## src/hw/rtl/aps_pkg.sv

```systemverilog
`timescale 1ns / 1ps
`default_nettype none

package aps_pkg;

  localparam int DATA_W = 16;
  localparam int SLOT_W = 6;

  localparam logic [DATA_W-1:0] TIME_SLICE_RST = 16'd50;
  localparam logic [DATA_W-1:0] TICK_LIMIT_RST = 16'd10000;

  localparam logic signed [DATA_W-1:0] PRI_MAX = 16'sh7FFF;
  localparam logic signed [DATA_W-1:0] PRI_MIN = 16'sh8000;

  typedef enum logic [0:0] {
    ACT_LOAD = 1'b0,
    ACT_TICK = 1'b1
  } action_t;

  typedef enum logic [0:0] {
    REG_TIME_SLICE = 1'b0,
    REG_TICK_LIMIT = 1'b1
  } cfg_reg_t;

  // Commands from the controller to the datapath.
  typedef struct packed {
    logic load;        // write the item's slot into the tables
    logic tick_start;  // clear the search state and the slot counter
    logic issue;       // read the slot under the counter and advance it
    logic upd_mode;    // reads in flight belong to the aging pass
    logic decide;      // settle the budget and restart the counter
  } cmd_t;

  // Status from the datapath to the controller.
  typedef struct packed {
    logic cnt_done;    // every slot of the pass has been read
    logic pipe_busy;   // a read is still waiting to be processed
    logic found;       // an eligible task was seen in the search
  } status_t;

endpackage

`default_nettype wire

```

## src/hw/rtl/aps_ctrl.sv

```systemverilog
`timescale 1ns / 1ps
`default_nettype none

module aps_ctrl
  import aps_pkg::*;
(
  input  wire logic    clk,
  input  wire logic    rst,
  input  wire logic    start,
  input  wire logic    action,
  input  wire status_t status,
  output cmd_t         cmd,
  output logic         busy,
  output logic         done
);

  typedef enum logic [4:0] {
    ST_IDLE   = 5'b00001,
    ST_SCAN   = 5'b00010,
    ST_DECIDE = 5'b00100,
    ST_UPDATE = 5'b01000,
    ST_DONE   = 5'b10000
  } state_t;

  state_t state, state_next;
  logic   pass_end;

  assign pass_end = status.cnt_done && !status.pipe_busy;

  always_comb begin
    state_next     = state;
    cmd            = '0;
    unique case (state)
      ST_IDLE: begin
        if (start && (action == ACT_LOAD)) begin
          cmd.load = 1'b1;
        end else if (start && (action == ACT_TICK)) begin
          cmd.tick_start = 1'b1;
          state_next     = ST_SCAN;
        end
      end
      ST_SCAN: begin
        cmd.issue = !status.cnt_done;
        if (pass_end) begin
          state_next = status.found ? ST_DECIDE : ST_DONE;
        end
      end
      ST_DECIDE: begin
        cmd.decide = 1'b1;
        state_next = ST_UPDATE;
      end
      ST_UPDATE: begin
        cmd.issue    = !status.cnt_done;
        cmd.upd_mode = 1'b1;
        if (pass_end) begin
          state_next = ST_DONE;
        end
      end
      ST_DONE: begin
        state_next = ST_IDLE;
      end
      default: begin
        state_next = ST_IDLE;
      end
    endcase
  end

  always_ff @(posedge clk) begin
    if (rst) begin
      state <= ST_IDLE;
    end else begin
      state <= state_next;
    end
  end

  assign busy = (state != ST_IDLE);
  assign done = (state == ST_DONE);

endmodule

`default_nettype wire

```

## src/hw/rtl/aps_datapath.sv

```systemverilog
`timescale 1ns / 1ps
`default_nettype none

module aps_datapath
  import aps_pkg::*;
#(
  parameter int NUM_SLOTS = 64
)
(
  input  wire logic                     clk,
  input  wire logic                     rst,
  input  wire cmd_t                     cmd,
  output status_t                       status,
  input  wire logic [SLOT_W-1:0]        slot,
  input  wire logic signed [DATA_W-1:0] start_priority,
  input  wire logic [DATA_W-1:0]        need_time,
  input  wire logic                     cfg_we,
  input  wire logic                     cfg_index,
  input  wire logic [DATA_W-1:0]        cfg_data,
  output logic [SLOT_W-1:0]             chosen,
  output logic                          found,
  output logic                          ran,
  output logic                          finished,
  output logic [DATA_W-1:0]             ticks_used
);

  localparam int IW = $clog2(NUM_SLOTS);
  localparam int CW = $clog2(NUM_SLOTS + 1);

  logic signed [DATA_W-1:0] pri_mem [NUM_SLOTS];
  logic [DATA_W-1:0]        rem_mem [NUM_SLOTS];
  logic [NUM_SLOTS-1:0]     active;

  logic [DATA_W-1:0] time_slice;
  logic [DATA_W-1:0] tick_limit;
  logic [DATA_W-1:0] serviced;

  logic [CW-1:0]            cnt;
  logic                     v_q;
  logic [IW-1:0]            addr_q;
  logic                     act_q;
  logic signed [DATA_W-1:0] pri_q;
  logic [DATA_W-1:0]        rem_q;

  logic [IW-1:0]            best;
  logic signed [DATA_W-1:0] best_pri;
  logic                     found_r;
  logic                     ran_r;
  logic                     fin_r;

  logic [8:0]               slot_wide;
  logic                     slot_ok;
  logic                     hit;
  logic                     is_best;
  logic                     rem_fin;
  logic signed [DATA_W-1:0] pri_inc;
  logic signed [DATA_W-1:0] pri_dec;
  logic                     pri_we;
  logic [IW-1:0]            pri_waddr;
  logic signed [DATA_W-1:0] pri_wdata;
  logic                     rem_we;
  logic [IW-1:0]            rem_waddr;
  logic [DATA_W-1:0]        rem_wdata;
  logic                     upd_best;
  logic                     scan_better;

  assign slot_wide = 9'(slot);
  assign slot_ok   = slot_wide < 9'(NUM_SLOTS);

  assign hit     = v_q && act_q;
  assign is_best = (addr_q == best);
  assign rem_fin = (rem_q <= time_slice);
  assign pri_inc = (pri_q == PRI_MAX) ? pri_q : pri_q + 16'sd1;
  assign pri_dec = (pri_q == PRI_MIN) ? pri_q : pri_q - 16'sd1;

  assign upd_best    = cmd.upd_mode && hit && is_best && ran_r;
  assign scan_better = !cmd.upd_mode && hit && (pri_q > best_pri);

  always_comb begin
    pri_we    = 1'b0;
    pri_waddr = addr_q;
    pri_wdata = pri_inc;
    rem_we    = 1'b0;
    rem_waddr = addr_q;
    rem_wdata = rem_fin ? '0 : rem_q - time_slice;
    if (cmd.load) begin
      pri_we    = slot_ok;
      pri_waddr = slot_wide[IW-1:0];
      pri_wdata = start_priority;
      rem_we    = slot_ok;
      rem_waddr = slot_wide[IW-1:0];
      rem_wdata = need_time;
    end else if (cmd.upd_mode && hit) begin
      if (!is_best) begin
        pri_we = 1'b1;
      end else if (ran_r) begin
        pri_we    = 1'b1;
        pri_wdata = pri_dec;
        rem_we    = 1'b1;
      end
    end
  end

  always_ff @(posedge clk) begin
    if (pri_we) begin
      pri_mem[pri_waddr] <= pri_wdata;
    end
    pri_q <= pri_mem[cnt[IW-1:0]];
  end

  always_ff @(posedge clk) begin
    if (rem_we) begin
      rem_mem[rem_waddr] <= rem_wdata;
    end
    rem_q <= rem_mem[cnt[IW-1:0]];
  end

  always_ff @(posedge clk) begin
    addr_q <= cnt[IW-1:0];
    act_q  <= active[cnt[IW-1:0]];
    if (scan_better || cmd.tick_start) begin
      best_pri <= scan_better ? pri_q : '0;
      best     <= scan_better ? addr_q : '0;
    end
  end

  always_ff @(posedge clk) begin
    if (rst) begin
      active     <= '0;
      time_slice <= TIME_SLICE_RST;
      tick_limit <= TICK_LIMIT_RST;
      serviced   <= '0;
      cnt        <= '0;
      v_q        <= 1'b0;
      found_r    <= 1'b0;
      ran_r      <= 1'b0;
      fin_r      <= 1'b0;
    end else begin
      v_q <= cmd.issue;
      if (cmd.tick_start || cmd.decide) begin
        cnt <= '0;
      end else if (cmd.issue) begin
        cnt <= cnt + CW'(1);
      end
      if (cfg_we) begin
        unique case (cfg_index)
          REG_TIME_SLICE: time_slice <= cfg_data;
          REG_TICK_LIMIT: tick_limit <= cfg_data;
          default: ;
        endcase
      end
      if (cmd.load && slot_ok) begin
        active[slot_wide[IW-1:0]] <= 1'b1;
      end
      if (upd_best && rem_fin) begin
        active[addr_q] <= 1'b0;
        fin_r          <= 1'b1;
      end
      if (cmd.tick_start) begin
        found_r <= 1'b0;
        ran_r   <= 1'b0;
        fin_r   <= 1'b0;
      end else if (scan_better) begin
        found_r <= 1'b1;
      end
      if (cmd.decide && (serviced < tick_limit)) begin
        ran_r    <= 1'b1;
        serviced <= serviced + 16'd1;
      end
    end
  end

  assign status.cnt_done  = (cnt == CW'(NUM_SLOTS));
  assign status.pipe_busy = v_q;
  assign status.found     = found_r;

  assign chosen     = SLOT_W'(best);
  assign found      = found_r;
  assign ran        = ran_r;
  assign finished   = fin_r;
  assign ticks_used = serviced;

endmodule

`default_nettype wire

```

## src/hw/rtl/aging_priority_scheduler_top.sv

```systemverilog
// A load item is absorbed in the idle state; busy stays low, so a new item may follow at once.
// A tick item makes one table read per slot in the search pass and, when an eligible task
// was found, again in the aging pass. Busy stays high until the tick is done, so the next
// item waits until the scheduler is back in the idle state.
// Reset (rst, synchronous, active high) clears every active flag and the serviced count
// and restores time_slice to 50 and tick_limit to 10000; the tables hold no reset value.
`timescale 1ns / 1ps
`default_nettype none

module aging_priority_scheduler_top
  import aps_pkg::*;
#(
  parameter int NUM_SLOTS = 64
)
(
  input  wire logic                     clk,
  input  wire logic                     rst,
  // Item channel: a transfer happens when start is high and busy is low.
  input  wire logic                     start,
  output logic                          busy,
  input  wire logic                     action,
  input  wire logic [SLOT_W-1:0]        slot,
  input  wire logic signed [DATA_W-1:0] start_priority,
  input  wire logic [DATA_W-1:0]        need_time,
  // Result channel: done marks a one-cycle transfer of the fields below.
  output logic                          done,
  output logic [SLOT_W-1:0]             chosen,
  output logic                          found,
  output logic                          ran,
  output logic                          finished,
  output logic [DATA_W-1:0]             ticks_used,
  // Configuration write channel.
  input  wire logic                     cfg_valid,
  output logic                          cfg_ready,
  input  wire logic                     cfg_index,
  input  wire logic [DATA_W-1:0]        cfg_data
);

  cmd_t    cmd;
  status_t status;

  // Registers are to be written by the user only while the scheduler is idle; the block does
  // not enforce this. cfg_ready is tied high, so the channel can always take a transfer.
  assign cfg_ready = 1'b1;

  // The controller sequences a tick as a search pass over all slots, a budget
  // decision and, when a task was found, an aging pass that rewrites every other active
  // slot and the chosen one if it ran; loads are absorbed in the idle state.
  aps_ctrl u_ctrl (
    .clk    (clk),
    .rst    (rst),
    .start  (start),
    .action (action),
    .status (status),
    .cmd    (cmd),
    .busy   (busy),
    .done   (done)
  );

  // The datapath owns both task tables, the active flags, the configuration
  // registers and the serviced-tick counter. Results stay registered until
  // the next tick begins, so they are stable in the cycle that done marks.
  aps_datapath #(
    .NUM_SLOTS (NUM_SLOTS)
  ) u_dp (
    .clk            (clk),
    .rst            (rst),
    .cmd            (cmd),
    .status         (status),
    .slot           (slot),
    .start_priority (start_priority),
    .need_time      (need_time),
    .cfg_we         (cfg_valid && cfg_ready),
    .cfg_index      (cfg_index),
    .cfg_data       (cfg_data),
    .chosen         (chosen),
    .found          (found),
    .ran            (ran),
    .finished       (finished),
    .ticks_used     (ticks_used)
  );

endmodule

`default_nettype wire

```

## config.mk

```make
export PLATFORM = sky130hd
export DESIGN_NAME = aging_priority_scheduler_top
export DESIGN_NICKNAME = d
export VERILOG_FILES = /design/src/hw/rtl/aps_pkg.sv /design/src/hw/rtl/aps_ctrl.sv /design/src/hw/rtl/aps_datapath.sv /design/src/hw/rtl/aging_priority_scheduler_top.sv
export SDC_FILE = /design/constraint.sdc
export NUM_CORES = 2
export LEC_CHECK = 0
export BUFFER_PORTS_ARGS = -buffer_cell sky130_fd_sc_hd__buf_2
export CAP_MARGIN = 40
export CORE_ASPECT_RATIO = 0.75
export CORE_MARGIN = 4
export CORE_UTILIZATION = 30
export DETAILED_ROUTE_END_ITERATION = 16
export PLACE_DENSITY = 0.56
export REMOVE_ABC_BUFFERS = 1
export SLEW_MARGIN = 10
export SYNTH_ARGS = -nofsm -noshare
export SYNTH_HDL_FRONTEND = slang
export SYNTH_HIERARCHICAL = 1
export SYNTH_SLANG_ARGS = --single-unit
```

## constraint.sdc

```tcl
create_clock -name clk -period 7.95 [get_ports clk]
set_input_delay 1.59 -clock clk [delete_from_list [all_inputs] [get_ports clk]]
set_output_delay 1.59 -clock clk [all_outputs]
set_load 0.01 [all_outputs]
```

==> out/results.md <==
| Parameter | Value |
|:---|:---|
| Result of the run | completed |
| Number of nets still failing antenna checks after routing | 0 |
| VDD IR max | 0.0001778 V |
| Drt initial violations | 6022 |
| Post-route clock period utilization | 55.43% |
| Area Growth Syn to Fin | 16.77% |
| Critical-path cell list | buf_2, nor3b_2, buf_4, inv_1, buf_4, o31ai_1, nand2_1, buf_8, buf_4, nor2_1, buf_4 |
| Maxcap violations | 0 |
| Maximum clock frequency | 226.9 MHz |
| DIE HEIGHT | 478.4 µm |
| Fraction of the mapped netlist area in simple logic gates | 3.395% |
| Post-CTS repair timing setup buffer count | 0 |
| Length of the first detailed-routing pass in iterations | 7 |
| Register area share after synthesis | 74.00% |
| Category of the worst setup path launch point | input port |
| Post-layout min period | 4.407 ns |
| Area of the die | 303900 µm² |
| Yosys Warn Count | 6 |
| Deepest level of the CTS H-tree | 4 |
| Initial core utilization | 30.18% |
| Max-slew violations | 0 |
| Cells on Worst Hold Path | 2 |
| Library cell appearing most often on the critical path | sky130_fd_sc_hd__buf_4 |
| Worst R2R Path Depth | 12 |
| Clk_lat worst skew | 0.88 ns |
| Mean number of vias per cell | 5.249 |
| Netlist area before placement | 88510 µm² |
| Horizontal die dimension | 635.2 µm |
| Gr usage total | 15.87% |
| First-pass GRT wire length | 347400 µm |
| Count of flip-flops with a built-in enable after synthesis | 2070 |
| Hpwl dp | 160000 µm |
| Cell variety after synth | 79 |
| # nets final | 4818 |
| Quantity of I/O buffers inserted on ports | 86 |
| Number of sinks handled by clock tree synthesis | 2237 |
| Leakage power | 0.03147 µW |
| Most frequent cells in the layout | sky130_fd_sc_hd__edfxtp_1 (2070), sky130_fd_sc_hd__mux4_2 (639), sky130_fd_sc_hd__clkbuf_16 (224), sky130_fd_sc_hd__nand2_1 (201), sky130_fd_sc_hd__dfxtp_1 (162) |
| Classification of the worst setup path | in2reg |
| Footprint of the multi-input gates | 22390 µm² |
| Final weighted congestion of routability-driven global placement | 0.8457 |
| Worst min-delay path category | reg2reg |
| Kind of end point of the critical path | flip-flop |
| DRT Wirelength | 247700 µm |
| Highest net fanout along the worst path | 20 |
| Ratio of cells with drive above 1 in the final layout | 29.95% |
| Complex-gate fraction of the synthesized area | 3.134% |
| Inserted Clock Buffers | 223 |
| Number of ports placed on the die boundary | 88 |
| Number of hold buffers added after cts | 0 |
| GRT overflow | 0 |
| Maximum single-stage delay on the critical path | 0.58 ns |
| Number of cells after detailed placement | 8381 |
| CP Depth | 11 |
| Number of standard-cell rows in the floorplan | 172 |
| Xor-xnor portion of the synthesized cell area | 0.4156% |
| Total buffers and inverters traversed by the critical path | 7 |
| Worst Skew | 0.08482 ns |
| Mux cell area share after synthesis | 16.83% |
| Critical Path Slowest Stage Cell | sky130_fd_sc_hd__nor2_1 |
| Area share of fa/ha/maj cells after synthesis | 0.7718% |
| Number of antenna violations at the first check in global routing | 47 |
| Cell at the root of the clock tree | sky130_fd_sc_hd__clkbuf_16 |
| Main combinational cell family by area after synthesis | multiplexers |
| Commonest register cell after synthesis | sky130_fd_sc_hd__edfxtp_1 |
| CTS resizes | 0 |
| Rel. slew slack | 34.31% |
| Routed wire length per instance | 28.15 µm |
| Final Instance Count excl. Fillers | 8797 |
| Via count of the first global-routing pass | 44049 |
| Flop and latch count out of synthesis | 2237 |
| Most common cell after layout, fill and taps aside | sky130_fd_sc_hd__edfxtp_1 |
| Post-synthesis async set-or-reset flop share | 0% |
| Signal arrival time at the worst endpoint | 4.93 ns |
| Number of remaining DRC errors | 0 |
| PwrDens | 236.8 nW/µm² |
| Core area | 293300 µm² |
| Count of final hold-check violations | 0 |
| Setup repair after global routing missed its margin | false |
| Via count of the routed design | 46177 |
| Post-synthesis average cell area | 20.11 µm² |
| TritonCTS clock tree | done |
| Synthesized instance count | 4402 |
| Total setup violations reported at the end of the flow | 0 |
| Register area | 65520 µm² |
| Critical path required time | 8.47 ns |
| Slew at the pin closest to its max-slew limit | 0.9764 ns |
| Fill cell count | 26860 |
| Crit-path leading delay family | buffers and inverters |
| Post-CTS clock slew at the launch and capture registers of the worst setup and hold paths | 0.06 ns |
| Sum of negative setup slack | 0 ns |
| Maximum buffer depth of the clock tree | 4 |
| Maximum number of pins on one net before global-route repair | 126 |
## worst register-to-register path: stages (launching register included)
cell and delay (ns):
sky130_fd_sc_hd__dfxtp_1 0.41, sky130_fd_sc_hd__nor3_4 0.27, sky130_fd_sc_hd__nand2_1 0.12, sky130_fd_sc_hd__nor3b_2 0.36, sky130_fd_sc_hd__buf_4 0.33, sky130_fd_sc_hd__inv_1 0.08, sky130_fd_sc_hd__buf_4 0.26, sky130_fd_sc_hd__o31ai_1 0.37
sky130_fd_sc_hd__nand2_1 0.44, sky130_fd_sc_hd__buf_8 0.32, sky130_fd_sc_hd__buf_4 0.20, sky130_fd_sc_hd__nor2_1 0.58, sky130_fd_sc_hd__buf_4 0.30
## state kept, by name, summed over array words and instances, names as in the netlist, 5 cells and up
register,count
u_dp/pri_q,16
u_dp/pri_mem,1024
u_dp/addr_q,6
u_dp/cnt,7
u_dp/rem_q,16
u_dp/chosen,6
u_dp/active,64
u_dp/time_slice,16
u_ctrl/state,5
u_dp/ticks_used,16
u_dp/best_pri,16
u_dp/tick_limit,16
u_dp/rem_mem,1024
## through the flow
step / util, % / total power, µW / hold WS (ns) / cell area [µm²] / setup slack, ns
6_report: 35.24 / 24470 / 0.4612 / 103400 / 3.543
3_5_place_dp: 32.74 / 14420 / 0.4505 / 96030 / 2.787
3_3_place_gp: 32.18 / 14360 / 0.4470 / 94380 / 2.147
2_1_floorplan: - / 13900 / 0.4257 / 87490 / -16.16
4_1_cts: 35.15 / 24690 / 0.4610 / 103100 / 3.615
5_1_grt: 35.23 / 25260 / 0.4751 / 103300 / 3.354
## where the power goes
group          switching, µW  total [µW]  internal [µW]
combinational            798        1020            219
sequential              25.5       13200          13100
clock                   4440       10300           5860
total                   5260       24500          19200
## metal layers
metal / global-route usage [%] / vias up / wire [µm]
li1: - / 18780 / -
met1: 24.80 / 24700 / 112000
met2: 22.28 / 2403 / 105200
met3: 4.009 / 292 / 26280
met4: 2.739 / 2 / 4086
met5: 0 / - / 13
## synth_stat cells, types with 41 or more instances
library cell	number	area, µm²
sky130_fd_sc_hd__edfxtp_1	2070	62160
sky130_fd_sc_hd__mux4_2	639	14390
sky130_fd_sc_hd__nor2_1	238	893.4
sky130_fd_sc_hd__nand2_1	201	754.5
sky130_fd_sc_hd__dfxtp_1	167	3343
sky130_fd_sc_hd__clkbuf_1	150	563.0
sky130_fd_sc_hd__a21oi_1	126	630.6
sky130_fd_sc_hd__inv_1	67	251.5
sky130_fd_sc_hd__buf_2	59	295.3
sky130_fd_sc_hd__a211oi_1	54	405.4
sky130_fd_sc_hd__ha_1	53	663.1
sky130_fd_sc_hd__mux2i_1	43	430.4
sky130_fd_sc_hd__o21a_1	41	307.8
## cells by family after synthesis
group / Yosys count
compound gates: 423
fa+ha+maj: 54
mux: 689
other cells: 1
simple gates: 645
flops: 2237
xor+xnor: 42
buf+inv: 311
## path summary, 6_finish.rpt
kind / startpoint / end / slack [ns]
setup / recovery: action / u_dp/rem_mem[4][9] / 3.54
hold / removal: u_dp/tick_limit[14] / u_dp/tick_limit[14] / 0.46
setup reg to reg: u_ctrl/state[3] / u_dp/rem_mem[4][9] / 3.60
hold reg to reg: u_dp/tick_limit[14] / u_dp/tick_limit[14] / 0.46
## layout make-up
cell class                      count  area share [%]
Inverter                           67          0.2506
Tap cell                         3915           4.739
Multi-Input combinational cell   1854           21.66
Antenna cell                        4        0.009684
Clock buffer                      260           5.573
Clock inverter                    139           1.269
Timing Repair Buffer              321           3.110
Sequential cell                  2237           63.39
No activity file was read; power rests on OpenSTA's default activity.
